$ cat config.mk
export PLATFORM = sky130hd
export DESIGN_NAME = text_terminal_cursor
export DESIGN_NICKNAME = d
export VERILOG_FILES = /design/src/rtl/ttc_pkg.sv /design/src/rtl/ttc_front.sv /design/src/rtl/ttc_fifo.sv /design/src/rtl/ttc_back.sv /design/src/rtl/text_terminal_cursor.sv
export SDC_FILE = /design/constraint.sdc
export NUM_CORES = 1
export LEC_CHECK = 0
export ABC_AREA = 1
export BUFFER_PORTS_ARGS = -buffer_cell sky130_fd_sc_hd__buf_2
export CAP_MARGIN = 20
export CORE_AREA = 2 2 130 132
export DETAILED_ROUTE_END_ITERATION = 8
export DIE_AREA = 0 0 132 134
export HOLD_SLACK_MARGIN = 0.03
export PLACE_DENSITY_LB_ADDON = 0.05
export SYNTH_ARGS = -nofsm -noshare
export SYNTH_HDL_FRONTEND = slang
export SYNTH_SLANG_ARGS = --single-unit
$ cat constraint.sdc
create_clock -name clk_i -period 8.4 [get_ports clk_i]
set_input_delay 1.26 -clock clk_i [delete_from_list [all_inputs] [get_ports clk_i]]
set_output_delay 1.26 -clock clk_i [all_outputs]
set_load 0.01 [all_outputs]
$ cat src/rtl/ttc_pkg.sv
package ttc_pkg;

  // Character codes with a meaning of their own
  localparam logic [7:0] CH_NEWLINE   = 8'd10;
  localparam logic [7:0] CH_BACKSPACE = 8'd8;
  localparam logic [7:0] CH_SPACE     = 8'd32;

  // Configuration register indexes (byte address 4*index)
  localparam logic [1:0] REG_COLUMNS  = 2'd0;
  localparam logic [1:0] REG_ROWS     = 2'd1;
  localparam logic [1:0] REG_FORE     = 2'd2;
  localparam logic [1:0] REG_BACK     = 2'd3;

  // Width of the APB address
  localparam int unsigned AddrW = 4;

  // Screen commands on the result channel
  typedef enum logic [1:0] {
    CMD_DRAW    = 2'd0,
    CMD_SCROLL  = 2'd1,
    CMD_CLEAR   = 2'd2,
    CMD_REFUSED = 2'd3
  } ttc_cmd_e;

  // Classified input item
  typedef enum logic [1:0] {
    KIND_PRINT,
    KIND_NEWLINE,
    KIND_BACKSPACE,
    KIND_CLEAR
  } ttc_kind_e;

  typedef struct packed {
    ttc_kind_e  kind;
    logic [7:0] glyph;
  } ttc_item_t;

  typedef struct packed {
    logic [7:0] columns;
    logic [7:0] rows;
    logic [3:0] fore;
    logic [3:0] back;
  } ttc_cfg_t;

  typedef struct packed {
    ttc_cmd_e   command;
    logic [7:0] column;
    logic [7:0] row;
    logic [7:0] glyph;
    logic [3:0] fore;
    logic [3:0] back;
    logic       last;
  } ttc_result_t;

endpackage

$ cat src/rtl/ttc_front.sv
module ttc_front (
  input  logic              in_valid_i,
  output logic              in_ready_o,
  input  logic              op_i,
  input  logic [7:0]        char_code_i,
  output logic              push_o,
  output ttc_pkg::ttc_item_t item_o,
  input  logic              full_i
);

  // Take an item whenever the queue has room
  assign in_ready_o = ~full_i;
  assign push_o     = in_valid_i & ~full_i;

  always_comb begin
    item_o.glyph = char_code_i;
    priority if (op_i) begin
      item_o.kind = ttc_pkg::KIND_CLEAR;
    end else if (char_code_i == ttc_pkg::CH_NEWLINE) begin
      item_o.kind = ttc_pkg::KIND_NEWLINE;
    end else if (char_code_i == ttc_pkg::CH_BACKSPACE) begin
      item_o.kind = ttc_pkg::KIND_BACKSPACE;
    end else begin
      item_o.kind = ttc_pkg::KIND_PRINT;
    end
  end

endmodule

$ cat src/rtl/ttc_fifo.sv
module ttc_fifo #(
  parameter int unsigned DEPTH = 2,
  localparam int unsigned PtrW = (DEPTH > 1) ? $clog2(DEPTH) : 1,
  localparam int unsigned CntW = $clog2(DEPTH + 1)
) (
  input  logic               clk_i,
  input  logic               rst_ni,
  input  logic               push_i,
  input  ttc_pkg::ttc_item_t wr_item_i,
  output logic               full_o,
  input  logic               pop_i,
  output logic               valid_o,
  output ttc_pkg::ttc_item_t rd_item_o,
  output logic [CntW-1:0]    count_o
);

  ttc_pkg::ttc_item_t entry_q [DEPTH];
  logic [PtrW-1:0]    wr_ptr_q, wr_ptr_d;
  logic [PtrW-1:0]    rd_ptr_q, rd_ptr_d;
  logic [CntW-1:0]    count_q, count_d;
  logic               do_push, do_pop;

  assign full_o    = (count_q == CntW'(DEPTH));
  assign valid_o   = (count_q != '0);
  assign rd_item_o = entry_q[rd_ptr_q];
  assign count_o   = count_q;
  assign do_push   = push_i & ~full_o;
  assign do_pop    = pop_i & valid_o;

  always_comb begin
    wr_ptr_d = wr_ptr_q;
    rd_ptr_d = rd_ptr_q;
    count_d  = count_q;
    if (do_push) begin
      wr_ptr_d = (wr_ptr_q == PtrW'(DEPTH - 1)) ? '0 : wr_ptr_q + PtrW'(1);
    end
    if (do_pop) begin
      rd_ptr_d = (rd_ptr_q == PtrW'(DEPTH - 1)) ? '0 : rd_ptr_q + PtrW'(1);
    end
    if (do_push && !do_pop) begin
      count_d = count_q + CntW'(1);
    end else if (do_pop && !do_push) begin
      count_d = count_q - CntW'(1);
    end
  end

  always_ff @(posedge clk_i or negedge rst_ni) begin
    if (!rst_ni) begin
      wr_ptr_q <= '0;
      rd_ptr_q <= '0;
      count_q  <= '0;
    end else begin
      wr_ptr_q <= wr_ptr_d;
      rd_ptr_q <= rd_ptr_d;
      count_q  <= count_d;
    end
  end

  always_ff @(posedge clk_i) begin
    if (do_push) begin
      entry_q[wr_ptr_q] <= wr_item_i;
    end
  end

endmodule

$ cat src/rtl/ttc_back.sv
module ttc_back (
  input  logic                 clk_i,
  input  logic                 rst_ni,
  input  ttc_pkg::ttc_cfg_t    cfg_i,
  input  logic                 item_valid_i,
  input  ttc_pkg::ttc_item_t   item_i,
  output logic                 pop_o,
  output logic                 out_valid_o,
  input  logic                 out_ready_i,
  output ttc_pkg::ttc_result_t out_o
);

  logic [7:0]           col_q, col_d;
  logic [7:0]           row_q, row_d;
  logic                 pend_q, pend_d;
  logic                 valid_q, valid_d;
  ttc_pkg::ttc_result_t res_q, res_d;

  logic                 out_free, pop;
  logic [7:0]           cols_last, rows_last, cc, cr;
  logic                 emit, scroll_next;
  ttc_pkg::ttc_result_t first;
  ttc_pkg::ttc_result_t scroll_res;

  // A zero register counts as one
  assign cols_last = (cfg_i.columns == 8'd0) ? 8'd0 : cfg_i.columns - 8'd1;
  assign rows_last = (cfg_i.rows == 8'd0) ? 8'd0 : cfg_i.rows - 8'd1;
  assign cc = (col_q > cols_last) ? cols_last : col_q;
  assign cr = (row_q > rows_last) ? rows_last : row_q;

  assign out_free = ~valid_q | out_ready_i;
  assign pop      = item_valid_i & out_free & ~pend_q;
  assign pop_o    = pop;

  always_comb begin
    scroll_res         = '0;
    scroll_res.command = ttc_pkg::CMD_SCROLL;
    scroll_res.last    = 1'b1;
  end

  // Cursor step and first result of the item at the queue head
  always_comb begin
    col_d       = col_q;
    row_d       = row_q;
    emit        = 1'b0;
    scroll_next = 1'b0;
    first       = '0;
    first.last  = 1'b1;
    unique case (item_i.kind)
      ttc_pkg::KIND_CLEAR: begin
        col_d         = 8'd0;
        row_d         = 8'd0;
        emit          = 1'b1;
        first.command = ttc_pkg::CMD_CLEAR;
      end
      ttc_pkg::KIND_NEWLINE: begin
        col_d = 8'd0;
        if (cr == rows_last) begin
          row_d         = rows_last;
          emit          = 1'b1;
          first.command = ttc_pkg::CMD_SCROLL;
        end else begin
          row_d = cr + 8'd1;
        end
      end
      ttc_pkg::KIND_BACKSPACE: begin
        emit = 1'b1;
        if (cc == 8'd0 && cr == 8'd0) begin
          col_d         = cc;
          row_d         = cr;
          first.command = ttc_pkg::CMD_REFUSED;
        end else begin
          if (cc == 8'd0) begin
            col_d = cols_last;
            row_d = cr - 8'd1;
          end else begin
            col_d = cc - 8'd1;
            row_d = cr;
          end
          first.command = ttc_pkg::CMD_DRAW;
          first.column  = col_d;
          first.row     = row_d;
          first.glyph   = ttc_pkg::CH_SPACE;
          first.fore    = cfg_i.fore;
          first.back    = cfg_i.back;
        end
      end
      ttc_pkg::KIND_PRINT: begin
        emit          = 1'b1;
        first.command = ttc_pkg::CMD_DRAW;
        first.column  = cc;
        first.row     = cr;
        first.glyph   = item_i.glyph;
        first.fore    = cfg_i.fore;
        first.back    = cfg_i.back;
        if (cc == cols_last) begin
          col_d = 8'd0;
          if (cr == rows_last) begin
            row_d       = rows_last;
            scroll_next = 1'b1;
            first.last  = 1'b0;
          end else begin
            row_d = cr + 8'd1;
          end
        end else begin
          col_d = cc + 8'd1;
          row_d = cr;
        end
      end
      default: begin
        col_d = col_q;
      end
    endcase
  end

  // Output stage: a pending scroll goes before any new item
  always_comb begin
    valid_d = valid_q;
    res_d   = res_q;
    pend_d  = pend_q;
    if (out_free) begin
      if (pend_q) begin
        valid_d = 1'b1;
        res_d   = scroll_res;
        pend_d  = 1'b0;
      end else if (pop && emit) begin
        valid_d = 1'b1;
        res_d   = first;
        pend_d  = scroll_next;
      end else begin
        valid_d = 1'b0;
      end
    end
  end

  always_ff @(posedge clk_i or negedge rst_ni) begin
    if (!rst_ni) begin
      col_q   <= 8'd0;
      row_q   <= 8'd0;
      pend_q  <= 1'b0;
      valid_q <= 1'b0;
    end else begin
      if (pop) begin
        col_q <= col_d;
        row_q <= row_d;
      end
      pend_q  <= pend_d;
      valid_q <= valid_d;
    end
  end

  always_ff @(posedge clk_i) begin
    res_q <= res_d;
  end

  assign out_valid_o = valid_q;
  assign out_o       = res_q;

endmodule

$ cat src/rtl/text_terminal_cursor.sv
// Channel     | Direction | Handshake                 | Payload
// ------------+-----------+---------------------------+--------------------------------------
// s_axis      | in        | s_axis_tvalid/tready      | tuser: op; tdata: char_code
// m_axis      | out       | m_axis_tvalid/tready      | tuser: command; tdata: cell; tlast
// APB config  | in        | psel/penable/pwrite       | paddr, pwdata, prdata
//
// One item a cycle in steady state: the front stage classifies and queues
// each transaction, the back stage retires one queued item per cycle.
// A printable character that wraps past the last row gives two results in
// the back stage (draw, then scroll) through its single output register.
// Reset clears the cursor, the queue and the output stage; the registers
// return to 80 columns, 25 rows, colour 15 on 0.
// An output stall holds the back stage; input keeps flowing until the
// queue of QUEUE_DEPTH entries fills.
module text_terminal_cursor #(
  parameter int unsigned QUEUE_DEPTH = 2
) (
  input  logic        clk_i,
  input  logic        rst_ni,

  input  logic        s_axis_tvalid,
  output logic        s_axis_tready,
  input  logic [7:0]  s_axis_tdata,   // [7:0] char_code
  input  logic [0:0]  s_axis_tuser,   // [0] op

  output logic        m_axis_tvalid,
  input  logic        m_axis_tready,
  output logic [31:0] m_axis_tdata,   // [7:0] column, [15:8] row, [23:16] glyph,
                                      // [27:24] fore_color, [31:28] back_color
  output logic [1:0]  m_axis_tuser,   // [1:0] command
  output logic        m_axis_tlast,

  input  logic                       psel,
  input  logic                       penable,
  input  logic                       pwrite,
  input  logic [ttc_pkg::AddrW-1:0]  paddr,
  input  logic [31:0]                pwdata,
  output logic [31:0]                prdata,
  output logic                       pready
);

  localparam int unsigned CntW = $clog2(QUEUE_DEPTH + 1);

  ttc_pkg::ttc_cfg_t    cfg_q;
  logic                 cfg_wr;
  logic [1:0]           reg_idx;

  logic                 push, full, pop, q_valid;
  ttc_pkg::ttc_item_t   wr_item, rd_item;
  logic [CntW-1:0]      q_count;
  ttc_pkg::ttc_result_t res;

  // Configuration registers: write on the access phase, no wait states
  assign pready  = 1'b1;
  assign cfg_wr  = psel & penable & pwrite;
  assign reg_idx = paddr[3:2];

  always_ff @(posedge clk_i or negedge rst_ni) begin
    if (!rst_ni) begin
      cfg_q.columns <= 8'd80;
      cfg_q.rows    <= 8'd25;
      cfg_q.fore    <= 4'd15;
      cfg_q.back    <= 4'd0;
    end else if (cfg_wr) begin
      unique case (reg_idx)
        ttc_pkg::REG_COLUMNS: cfg_q.columns <= pwdata[7:0];
        ttc_pkg::REG_ROWS:    cfg_q.rows    <= pwdata[7:0];
        ttc_pkg::REG_FORE:    cfg_q.fore    <= pwdata[3:0];
        ttc_pkg::REG_BACK:    cfg_q.back    <= pwdata[3:0];
      endcase
    end
  end

  always_comb begin
    unique case (reg_idx)
      ttc_pkg::REG_COLUMNS: prdata = {24'd0, cfg_q.columns};
      ttc_pkg::REG_ROWS:    prdata = {24'd0, cfg_q.rows};
      ttc_pkg::REG_FORE:    prdata = {28'd0, cfg_q.fore};
      ttc_pkg::REG_BACK:    prdata = {28'd0, cfg_q.back};
    endcase
  end

  // Front: classify and queue
  ttc_front u_front (
    .in_valid_i  (s_axis_tvalid),
    .in_ready_o  (s_axis_tready),
    .op_i        (s_axis_tuser[0]),
    .char_code_i (s_axis_tdata),
    .push_o      (push),
    .item_o      (wr_item),
    .full_i      (full)
  );

  ttc_fifo #(
    .DEPTH (QUEUE_DEPTH)
  ) u_fifo (
    .clk_i     (clk_i),
    .rst_ni    (rst_ni),
    .push_i    (push),
    .wr_item_i (wr_item),
    .full_o    (full),
    .pop_i     (pop),
    .valid_o   (q_valid),
    .rd_item_o (rd_item),
    .count_o   (q_count)
  );

  // Back: move the cursor and issue screen commands
  ttc_back u_back (
    .clk_i        (clk_i),
    .rst_ni       (rst_ni),
    .cfg_i        (cfg_q),
    .item_valid_i (q_valid),
    .item_i       (rd_item),
    .pop_o        (pop),
    .out_valid_o  (m_axis_tvalid),
    .out_ready_i  (m_axis_tready),
    .out_o        (res)
  );

  assign m_axis_tuser = res.command;
  assign m_axis_tlast = res.last;
  assign m_axis_tdata = {res.back, res.fore, res.glyph, res.row, res.column};

  // Queue occupancy never exceeds its depth
  assert property (@(posedge clk_i) disable iff (!rst_ni)
    q_count <= CntW'(QUEUE_DEPTH))
    else $error("queue overfilled");

  // Only a draw can be followed by a second result of the same item
  assert property (@(posedge clk_i) disable iff (!rst_ni)
    m_axis_tvalid && !m_axis_tlast |-> m_axis_tuser == ttc_pkg::CMD_DRAW)
    else $error("non-final result that is not a draw");

  // The scroll that completes a wrapped draw follows straight after it
  assert property (@(posedge clk_i) disable iff (!rst_ni)
    m_axis_tvalid && m_axis_tready && !m_axis_tlast |=>
      m_axis_tvalid && m_axis_tlast && m_axis_tuser == ttc_pkg::CMD_SCROLL)
    else $error("missing scroll after wrapped draw");

  // A clear always stands alone
  assert property (@(posedge clk_i) disable iff (!rst_ni)
    m_axis_tvalid && m_axis_tuser == ttc_pkg::CMD_CLEAR |-> m_axis_tlast)
    else $error("clear not marked last");

endmodule

==> results.md, run 1 <==
* Status: completed
* Top-Level Pins at 122
* Initial Util at about 44%
* Area grow syn2layout at 9.83%
* Crit path depth at 24
* Via density at about 4.9
* Total core area at between 15000 and 20000 um^2
* Dpl cells at roughly 1200
* Hold_buf cts at 0
* Count of pins over their slew limit at 0
* First-iteration detailed-routing DRC count at 470
* Via count at roughly 6100
* CP peak stage delay at 0.55 ns
* Share of cells above drive strength 1 at between 10% and 20%
* CP max-delay cell: dfstp_2
* Gr usage total at around a fifth
* Delay-heaviest family, CP: simple AND/OR/NAND/NOR gates
* Worst-path maximum fanout at 33
* CP Launch Type: flip-flop
* Global-route wire length before repair at around 30000 um
* Number of global-route vias before repair at approximately 5500
* Rows at 47
* Largest net degree at the start of global routing at between 40 and 50
* CTS H-tree lvls at 3
* Die area at approximately 18000 um^2
* Final hold violations at 0
* Die Height at 134 um
* ANT cells at 0
* Pre-Repair DR Iteration Count at 6
* Post-cts repair resize count at 0
* Commonest non-fill, non-tap cell in the layout: nand2_1
* Drt wl/cell at ~15 um
* Final antenna-violating net count at 0
* Clock transition at path regs at ~0.070 ns
* Fmax at around 220 MHz
* Layout Nets at 1091
* Cell area after synthesis at just over 7000 um^2
* Yosys reg bits at around 100
* PwrDens at approximately 440 nW/um^2
* Max cap viols at 0
* Initial antenna violation count at 0
* Critical path data required time at roughly 8.4 ns
* Synth warn at 0
* EDFF count, synth at between 50 and 60
* Commonest cells after routing, fill and taps aside: nand2_1 (281), inv_1 (109), nand3_1 (97)
* DP HPWL at 13300 um
* CTS tree: built
* Hold Crit Class: flip-flop to flip-flop
* CP Class: flip-flop to flip-flop
* Mapped Cells at 950
* Fin crit share at between 50% and 60%
* Max Buffers Root-to-Sink at 2
* Postcts setup bufs at 0
* Async SR Flop Fraction at between 40% and 50%
* # DRC at 0
* Avg Cell Area, Syn at around 7.6 um^2
* CTS root buffer: clkbuf_16
* Worst clock skew at roughly 0.0086 ns
* Non-Filler Instances at ~1200
* Die Wd at 132 um
* Count of different cell masters after synthesis at 42
* Hold path cells at 1
* # port buffers at 70
* Slew at the pin closest to its max-slew limit at between 0.9 and 1 ns
* Maximum vdd ir drop at roughly 0.14 mV
* Register area share after synthesis at approximately two fifths
* Worst path cell trace: inv_1, ha_1, inv_1, nor2_2, nand3_4, nand3_1, ha_1, nand2_1, inv_2, nand2_1, nand2_1, nand2_2, nand2_4, nand2_4, nand3b_1, nand2_1, inv_1, nand2_1, nor2_2, nand2_2, inv_2, o21ai_0, a21oi_4, buf_4
* Setup violators final at 0
* Clk_lat worst skew at approximately 0.35 ns
* Critical Path AT at about 4.6 ns
* Slew headroom at a little under 40%
* Crit. End Element: flip-flop
* GR Overflow Total at 0
* CTS sink cnt at a little over 100
* RSZ-0062 raised after global routing: false
* Reg2reg path depth at 24
* Final WL at 18200 um
* Leakage at roughly 4 nW
* Top cell by count, worst path: nand2_1
* Synth Flop Type: edfxtp_1
* CTS buffer count at 9
* Tmin final at 4.59 ns
* Final GP Congestion at ~0.86
* CP Buf/Inv Count at 6
* Setup TNS Final at 0 ns
==> where the power goes <==
group	internal (W)	switching, W
Sequential	0.000759	0.0000953
Combinational	0.000676	0.00151
Clock	0.000231	0.000195
Total	0.00167	0.00180
==> stage by stage <==
step	worst slack (ns)	hold WS, ns	instance area [um^2]	utilization, %	total power, W
2_1_floorplan	3.37	0.446	7320	-	0.00258
3_3_place_gp	3.76	0.462	7650	47.0	0.00304
3_5_place_dp	3.77	0.464	7650	47.0	0.00305
4_1_cts	3.76	0.479	7940	48.8	0.00348
5_1_grt	3.36	0.506	7940	48.8	0.00379
6_report	3.81	0.475	7940	48.8	0.00347
==> logic make-up after synthesis <==
family,Yosys count,synth area share (%)
multiplexers,1,0.138
AND/OR/NAND/NOR,525,34.5
XOR/XNOR,12,1.45
other,2,0.104
buffers and inverters,169,11.1
flip-flops,101,38.9
adder cells (fa/ha/maj),25,4.33
AO/OA/AOI/OAI,115,9.40
==> per-layer routing <==
layer	share of wire, %	wire [um]	GRT usage [%]	vias up
li1	-	-	-	3151
met4	1.4	252	5.86	0
met1	49	8850	30.4	2785
met5	0	0	0	-
met2	46	8290	32.9	163
met3	4.3	772	3.40	16
==> final timing paths <==
check                      slack, ns           endpoint               from
setup / recovery                3.81    u_back.out_o[5]           cfg_q[8]
hold / removal                  0.48  u_fifo.count_o[0]  u_fifo.count_o[0]
setup reg to reg                3.81    u_back.out_o[5]           cfg_q[8]
hold reg to reg                 0.48  u_fifo.count_o[0]  u_fifo.count_o[0]
max in group asynchronous       6.91    u_fifo.wr_ptr_q             rst_ni
min in group asynchronous       1.03           cfg_q[1]             rst_ni
==> flip-flops by register name, indices dropped and copies added (netlist names) <==
register and flops:
u_back.col_q 8, u_back.out_o 35, cfg_q 24, u_fifo.wr_ptr_q 1, u_fifo.count_o 2, u_back.out_valid_o 1, u_fifo.entry_q 20, u_fifo.rd_ptr_q 1
u_back.pend_q 1, u_back.row_q 8
==> cells in the mapped netlist (all sizes together) (4+ instances only) <==
library cell / n / area share (%)
ha: 25 / 4.3
dfstp: 9 / 3.3
nor2: 78 / 5.4
nor3: 4 / 0.35
a21oi: 33 / 2.3
xor2: 10 / 1.2
inv: 125 / 6.5
o22ai: 7 / 0.61
dfrtp: 37 / 13
nand4: 10 / 1.3
o21ai: 68 / 5.6
edfxtp: 55 / 23
clkbuf: 8 / 0.42
buf: 36 / 4.2
nand2: 323 / 19
nand3: 105 / 7.9
==> worst reg2reg max path, stage by stage (launching register included) <==
cell      delay, ns
dfstp_2        0.55
inv_1          0.09
ha_1           0.20
inv_1          0.06
nor2_2         0.05
nand3_4        0.10
nand3_1        0.23
ha_1           0.37
nand2_1        0.06
inv_2          0.07
nand2_1        0.05
nand2_1        0.07
nand2_2        0.07
nand2_4        0.13
nand2_4        0.26
nand3b_1       0.20
nand2_1        0.06
inv_1          0.05
nand2_1        0.07
nor2_2         0.13
nand2_2        0.21
inv_2          0.23
o21ai_0        0.19
a21oi_4        0.29
buf_4          0.45
==> cell type report <==
| cell class | count | area [um^2] |
|---|---|---|
| Inverter | 125 | 469 |
| Sequential cell | 101 | 2810 |
| Clock buffer | 10 | 229 |
| Tap cell | 220 | 275 |
| Multi-Input combinational cell | 703 | 3710 |
| Clock inverter | 6 | 60.1 |
| Fill cell | 1678 | 8350 |
| Timing Repair Buffer | 74 | 380 |
Note: power is estimated with default switching activity, not from simulation.
==> inputs of run 2 (changes only) <==
clock period = 4.5 ns   (was 8.4 ns; I/O delays follow)
==> run 2 against run 1 <==
  * Worst setup slack got worse by 3.4 ns
  * Flip-flop and latch count is the same
  * Total power increased by 91%
  * Critical endpoint is now u_back.out_o[21]
  * Largest cell class unchanged
  * Largest power group unchanged
  * Highest routed layer unchanged
==> results.md, run 2 (synthesized netlist as in run 1, its figures left out) <==
* Max Buffers Root-to-Sink at 2
* Worst clock skew at 0.0115 ns
* Max cap viols at 0
* Setup violators final at 0
* Initial antenna violation count at 0
* Critical path data required time at roughly 4.6 ns
* Commonest non-fill, non-tap cell in the layout: nand2_1
* Final GP Congestion at about 0.87
* Clk_lat worst skew at about 0.35 ns
* R2R setup slack at 0.39 ns
* Initial Util at ~44%
* RSZ-0062 raised after global routing: false
* Slew headroom at a little over a third
* Maximum vdd ir drop at around 0.26 mV
* Worst R2R End: u_back.out_o[21]
* # port buffers at 70
* Reg2reg path depth at 22
* PwrDens at between 800 and 900 nW/um^2
* DP HPWL at roughly 14000 um
* Die Height at around 130 um
* Hold_buf cts at 0
* Fin Hold WS at about 0.44 ns
* CTS root buffer: clkbuf_16
* Largest net degree at the start of global routing at 47
* Count of pins over their slew limit at 0
* CTS buffer count at 9
* Total core area at roughly 16000 um^2
* Via density at around 4.9
* Die Wd at between 100 and 150 um
* Register share of total power at 24.1%
* Clock Power Share at about an eighth
* Fmax at 243 MHz
* Setup TNS Final at 0 ns
* CTS H-tree lvls at 3
* Drt wl/cell at approximately 15 um
* Hold Crit Class: input port to async pin
* Via count at 6166
* CTS tree: built
* Number of global-route vias before repair at approximately 5800
* Worst R2R Start: cfg_q[20]
* Slew at the pin closest to its max-slew limit at ~0.95 ns
* Global-route wire length before repair at 29900 um
* Gr usage total at about a fifth
* Top-Level Pins at 122
* Status: completed
* Die area at around 18000 um^2
* Share of cells above drive strength 1 at 20.8%
* Clock transition at path regs at approximately 0.07 ns
* Switching power at 0.00337 W
* Worst-path maximum fanout at 20
* Final hold violations at 0
* Layout fillers at roughly 1600
* Sw Share at between 50% and 60%
* GR Overflow Total at 0
* Final antenna-violating net count at 0
* First-iteration detailed-routing DRC count at around 380
* Rows at 47
* CP Class: flip-flop to flip-flop
* Critical Path AT at around 4.3 ns
* Internal at 0.00325 W
* Commonest cells after routing, fill and taps aside: nand2_1 (281), inv_1 (109), nand3_1 (97)
* Max FFs per register at 35
* ANT cells at 0
* Leakage at 4.03 nW
* Combinational Power Share at between 60% and 70%
* CTS sink cnt at around 100
* Pre-Repair DR Iteration Count at 5
* Area grow syn2layout at 11.6%
* Fin crit share at between 90% and 100%
* Final WL at 18200 um
* Layout Nets at roughly 1100
* Tmin final at 4.11 ns
* Post-cts repair resize count at 0
* CP Launch Type: flip-flop
* # DRC at 0
* Postcts setup bufs at 0
* Crit. End Element: flip-flop
## run 2: cell types whose count changed in the layout (fill, tap and decap cells not counted)
cell        delta
inv_8          +1
clkinv_1       -1
inv_6          -1
clkinvlp_4     +1
buf_12         +1
bufinv_16      +1
buf_4         +10
clkbuf_1       -1
## run 2: power groups by stage
stage / Combinational (W) / Sequential (W) / Clock, W
after CTS: 0.00419 / 0.00160 / 0.000877
after global routing: 0.00473 / 0.00163 / 0.000913
final: 0.00416 / 0.00160 / 0.000859
after floorplan: 0.00316 / 0.00166 / 0
after global placement: 0.00415 / 0.00161 / 0
after detailed placement: 0.00417 / 0.00161 / 0
## run 2: cell type report
class	instances	area, um^2	share of cell area (%)
Clock buffer	9	225	2.79
Clock inverter	7	96.3	1.19
Inverter	125	469	5.81
Multi-Input combinational cell	703	3710	46.0
Sequential cell	101	2810	34.9
Tap cell	220	275	3.41
Timing Repair Buffer	85	475	5.89
## run 2: stage by stage
step | instances | util [%] | setup slack, ns | cell area [um^2] | total power (W)
floorplan | 973 | - | 0.137 | 7320 | 0.00482
global placement | 1234 | 47.6 | 0.462 | 7750 | 0.00577
detailed placement | 1234 | 47.6 | 0.447 | 7750 | 0.00579
CTS | 1250 | 49.5 | 0.393 | 8070 | 0.00666
global route | 1250 | 49.5 | 0.0637 | 8070 | 0.00728
finish | 1250 | 49.5 | 0.388 | 8070 | 0.00662
## run 2: worst max-delay path by stage
stage / start / end / slack (ns) / depth (start not counted)
after floorplan: cfg_q[8] / u_back.out_o[0] / 0.14 / 25
after global placement: cfg_q[20] / u_back.out_o[21] / 0.46 / 22
after detailed placement: cfg_q[20] / u_back.out_o[21] / 0.45 / 23
after CTS: cfg_q[20] / u_back.out_o[21] / 0.39 / 22
after global routing: cfg_q[20] / u_back.row_q[6] / 0.06 / 25
final: cfg_q[20] / u_back.out_o[21] / 0.39 / 22
## run 2: per-layer routing
metal	vias up	wire length [um]	GRT usage, %
li1	3172	-	-
met1	2848	8880	29.8
met2	133	8370	35.0
met3	13	722	2.80
met4	0	221	5.43
met5	-	0	0
## run 2: critical path: stages (launching register included)
cell and delay [ns]:
dfstp_2 0.55, inv_1 0.09, nand2_1 0.12, nor2_4 0.05, nand2_4 0.12, nand2_1 0.07
nor2_1 0.27, inv_1 0.15, ha_1 0.31, nand2_1 0.08, nor2_4 0.13, nand4_4 0.15
nand2_4 0.18, buf_4 0.28, nand2_1 0.09, o21ai_1 0.15, nand2_1 0.10, nor2_2 0.13
nand2_4 0.14, buf_4 0.20, o21ai_1 0.15, nand3_2 0.11, a21oi_1 0.28
==> inputs of run 3 (changes only) <==
--- a/config.mk
+++ b/config.mk
@@ -10,5 +10,5 @@
 export CAP_MARGIN = 20
-export CORE_AREA = 2 2 130 132
+export CORE_AREA = 2 2 138 140
 export DETAILED_ROUTE_END_ITERATION = 8
-export DIE_AREA = 0 0 132 134
+export DIE_AREA = 0 0 140 142
 export HOLD_SLACK_MARGIN = 0.03
==> constraint.sdc (replaced) <==
create_clock -name clk_i -period 4.5 [get_ports clk_i]
set_input_delay 0.9 -clock clk_i [delete_from_list [all_inputs] [get_ports clk_i]]
set_output_delay 0.9 -clock clk_i [all_outputs]
set_load 0.01 [all_outputs]
==> run 3 against run 2 <==
  * The run now ends with design-rule violations left
  * Fmax rose by 2.1%
  * Flip-flop and latch count did not move
  * Count of clock-buffer cells in the layout did not move
  * Non-clock buffer count fell by 1
  * Total power barely moved
  * Register-to-register slack improved by 0.08 ns
  * Highest routed layer unchanged
  * Critical path depth rose by 1
  * Largest power group unchanged
==> results.md, run 3 (synthesized netlist as in run 1, its figures left out) <==
* CP Class: flip-flop to flip-flop
* Gr usage total at just under 20%
* CP Launch Type: flip-flop
* Final WL at between 15000 and 20000 um
* Leakage at between 4 and 5 nW
* Setup slack at placement at roughly 0.31 ns
* Slew at the pin closest to its max-slew limit at just under 0.9 ns
* CTS root buffer: clkbuf_16
* Final hold violations at 0
* Switching power at around 0.0035 W
* Worst clock skew at 0.00930 ns
* Rows at 50
* Fin crit share at between 80% and 90%
* Layout fillers at a little under 2000
* # port buffers at 70
* Commonest non-fill, non-tap cell in the layout: nand2_1
* Number of global-route vias before repair at 5628
* Commonest cells after routing, fill and taps aside: nand2_1 (281), inv_1 (109), nand3_1 (97)
* Max cap viols at 0
* GR Overflow Total at 0
* Combinational Power Share at 63.9%
* Slew headroom at 40.5%
* Register share of total power at about a quarter
* Crit. End Element: flip-flop
* Crit. Startpoint: cfg_q[8]
* Area grow syn2layout at 11.8%
* PwrDens at between 800 and 900 nW/um^2
* Initial antenna violation count at 0
* Setup TNS Final at 0 ns
* First-iteration detailed-routing DRC count at 376
* Final GP Congestion at a little under 0.9
* Die area at 19900 um^2
* Hold path cells at 1
* Worst R2R End: u_back.out_o[26]
* Die Wd at roughly 140 um
* Initial Util at 39.2%
* CTS buffer count at 9
* Share of cells above drive strength 1 at about a fifth
* Critical Path AT at approximately 4.2 ns
* Pre-Repair DR Iteration Count at 9
* R2R setup slack at between 0.4 and 0.5 ns
* Global-route wire length before repair at about 30000 um
* Hold EP: u_fifo.count_o[0]
* Tmin final at between 4 and 5 ns
* Setup violators final at 0
* ANT cells at 0
* Largest net degree at the start of global routing at 34
* Count of pins over their slew limit at 0
* Post-route worst setup slack at between 0.4 and 0.5 ns
* Max FFs per register at 35
* Clock transition at path regs at ~0.080 ns
* CTS sink cnt at about 100
* Hold Crit Class: flip-flop to flip-flop
* Internal at between 0.003 and 0.004 W
* Worst hold start: u_fifo.count_o[0]
* Drt wl/cell at 14.8 um
* Via count at around 6000
* Sw Share at 52.1%
* Clk_lat worst skew at between 0.3 and 0.4 ns
* Via density at 4.78
* Status: complete, but fails checks
* Top-Level Pins at roughly 120
* Final antenna-violating net count at 0
* DP HPWL at 14100 um
* Fmax at roughly 250 MHz
* Maximum vdd ir drop at 0.322 mV
* CTS tree: built
* CTS H-tree lvls at 3
* Critical path data required time at approximately 4.7 ns
* Reg2reg path depth at 23
* # DRC at 5
* DP Area at 7740 um^2
* Total core area at roughly 18000 um^2
* Worst-path maximum fanout at 33
* Layout Nets at around 1100
* Violated checks: design-rule violations
* Clock Power Share at about an eighth
* Hold_buf cts at 0
* Worst R2R Start: cfg_q[8]
* Max Buffers Root-to-Sink at 2
* Die Height at 142 um
* Fin area at about 8000 um^2
-- run 3: per-layer routing --
layer | track usage, % | vias to the layer above | part of all wire [%]
li1 | - | 3177 | -
met1 | 27.6 | 2739 | 49
met2 | 32.5 | 111 | 47
met3 | 2.83 | 10 | 3.2
met4 | 3.93 | 0 | 0.80
met5 | 0 | - | 0
-- run 3: critical path: stages (launching register included) --
cell	delay (ns)
dfstp_2	0.55
inv_1	0.09
ha_1	0.20
inv_1	0.06
nor2_2	0.05
nand3_4	0.10
nand2_1	0.08
nor2_2	0.13
inv_1	0.10
ha_1	0.30
nand2_2	0.07
nor2_4	0.15
nand4_4	0.21
nand2_8	0.29
nand2_1	0.08
nand2_1	0.24
inv_2	0.12
nand2_1	0.08
nor2_1	0.06
nand2_2	0.11
nor2_8	0.05
nor2_8	0.30
nand3_1	0.22
a21oi_1	0.20
-- run 3: how the worst max path moves through the flow --
| stage | end | cells after the start |
|---|---|---|
| 3_5_place_dp | u_back.out_o[1] | 23 |
| 4_1_cts | u_back.out_o[4] | 23 |
| 5_1_grt | u_back.row_q[7] | 26 |
| 6_report | u_back.out_o[26] | 23 |
| 3_3_place_gp | u_back.out_o[2] | 23 |
| 2_1_floorplan | u_back.out_o[0] | 25 |
-- run 3: area by class of cell --
class | instances | area [um^2] | area share [%]
clock buffer | 9 | 225 | 2.79
multi-input combinational | 703 | 3740 | 46.3
sequential | 101 | 2810 | 34.8
timing repair buffer | 84 | 468 | 5.79
clock inverter | 7 | 71.3 | 0.882
tap | 234 | 293 | 3.62
inverter | 125 | 469 | 5.80
-- run 3: repair_timing --
item                       in CTS  in global routing
setup endpoints to repair       0                 38
resized for setup               0                  4
setup buffers                   0                  2
-- run 3: power groups by stage --
stage                     logic [W]  clock network (W)  registers [W]
after detailed placement    0.00419                  0        0.00161
after CTS                   0.00421           0.000830        0.00160
after floorplan             0.00316                  0        0.00166
after global placement      0.00417                  0        0.00161
final                       0.00423           0.000802        0.00159
after global routing        0.00480           0.000864        0.00163
-- run 3: per-stage QoR --
stage               hold slack (ns)  util, %  instances  total power (W)
finish                        0.477     43.8       1263          0.00662
global route                  0.492     43.8       1263          0.00729
CTS                           0.478     43.6       1261          0.00663
detailed placement            0.464     42.0       1245          0.00581
global placement              0.462     42.0       1245          0.00579
floorplan                     0.446        -        973          0.00482
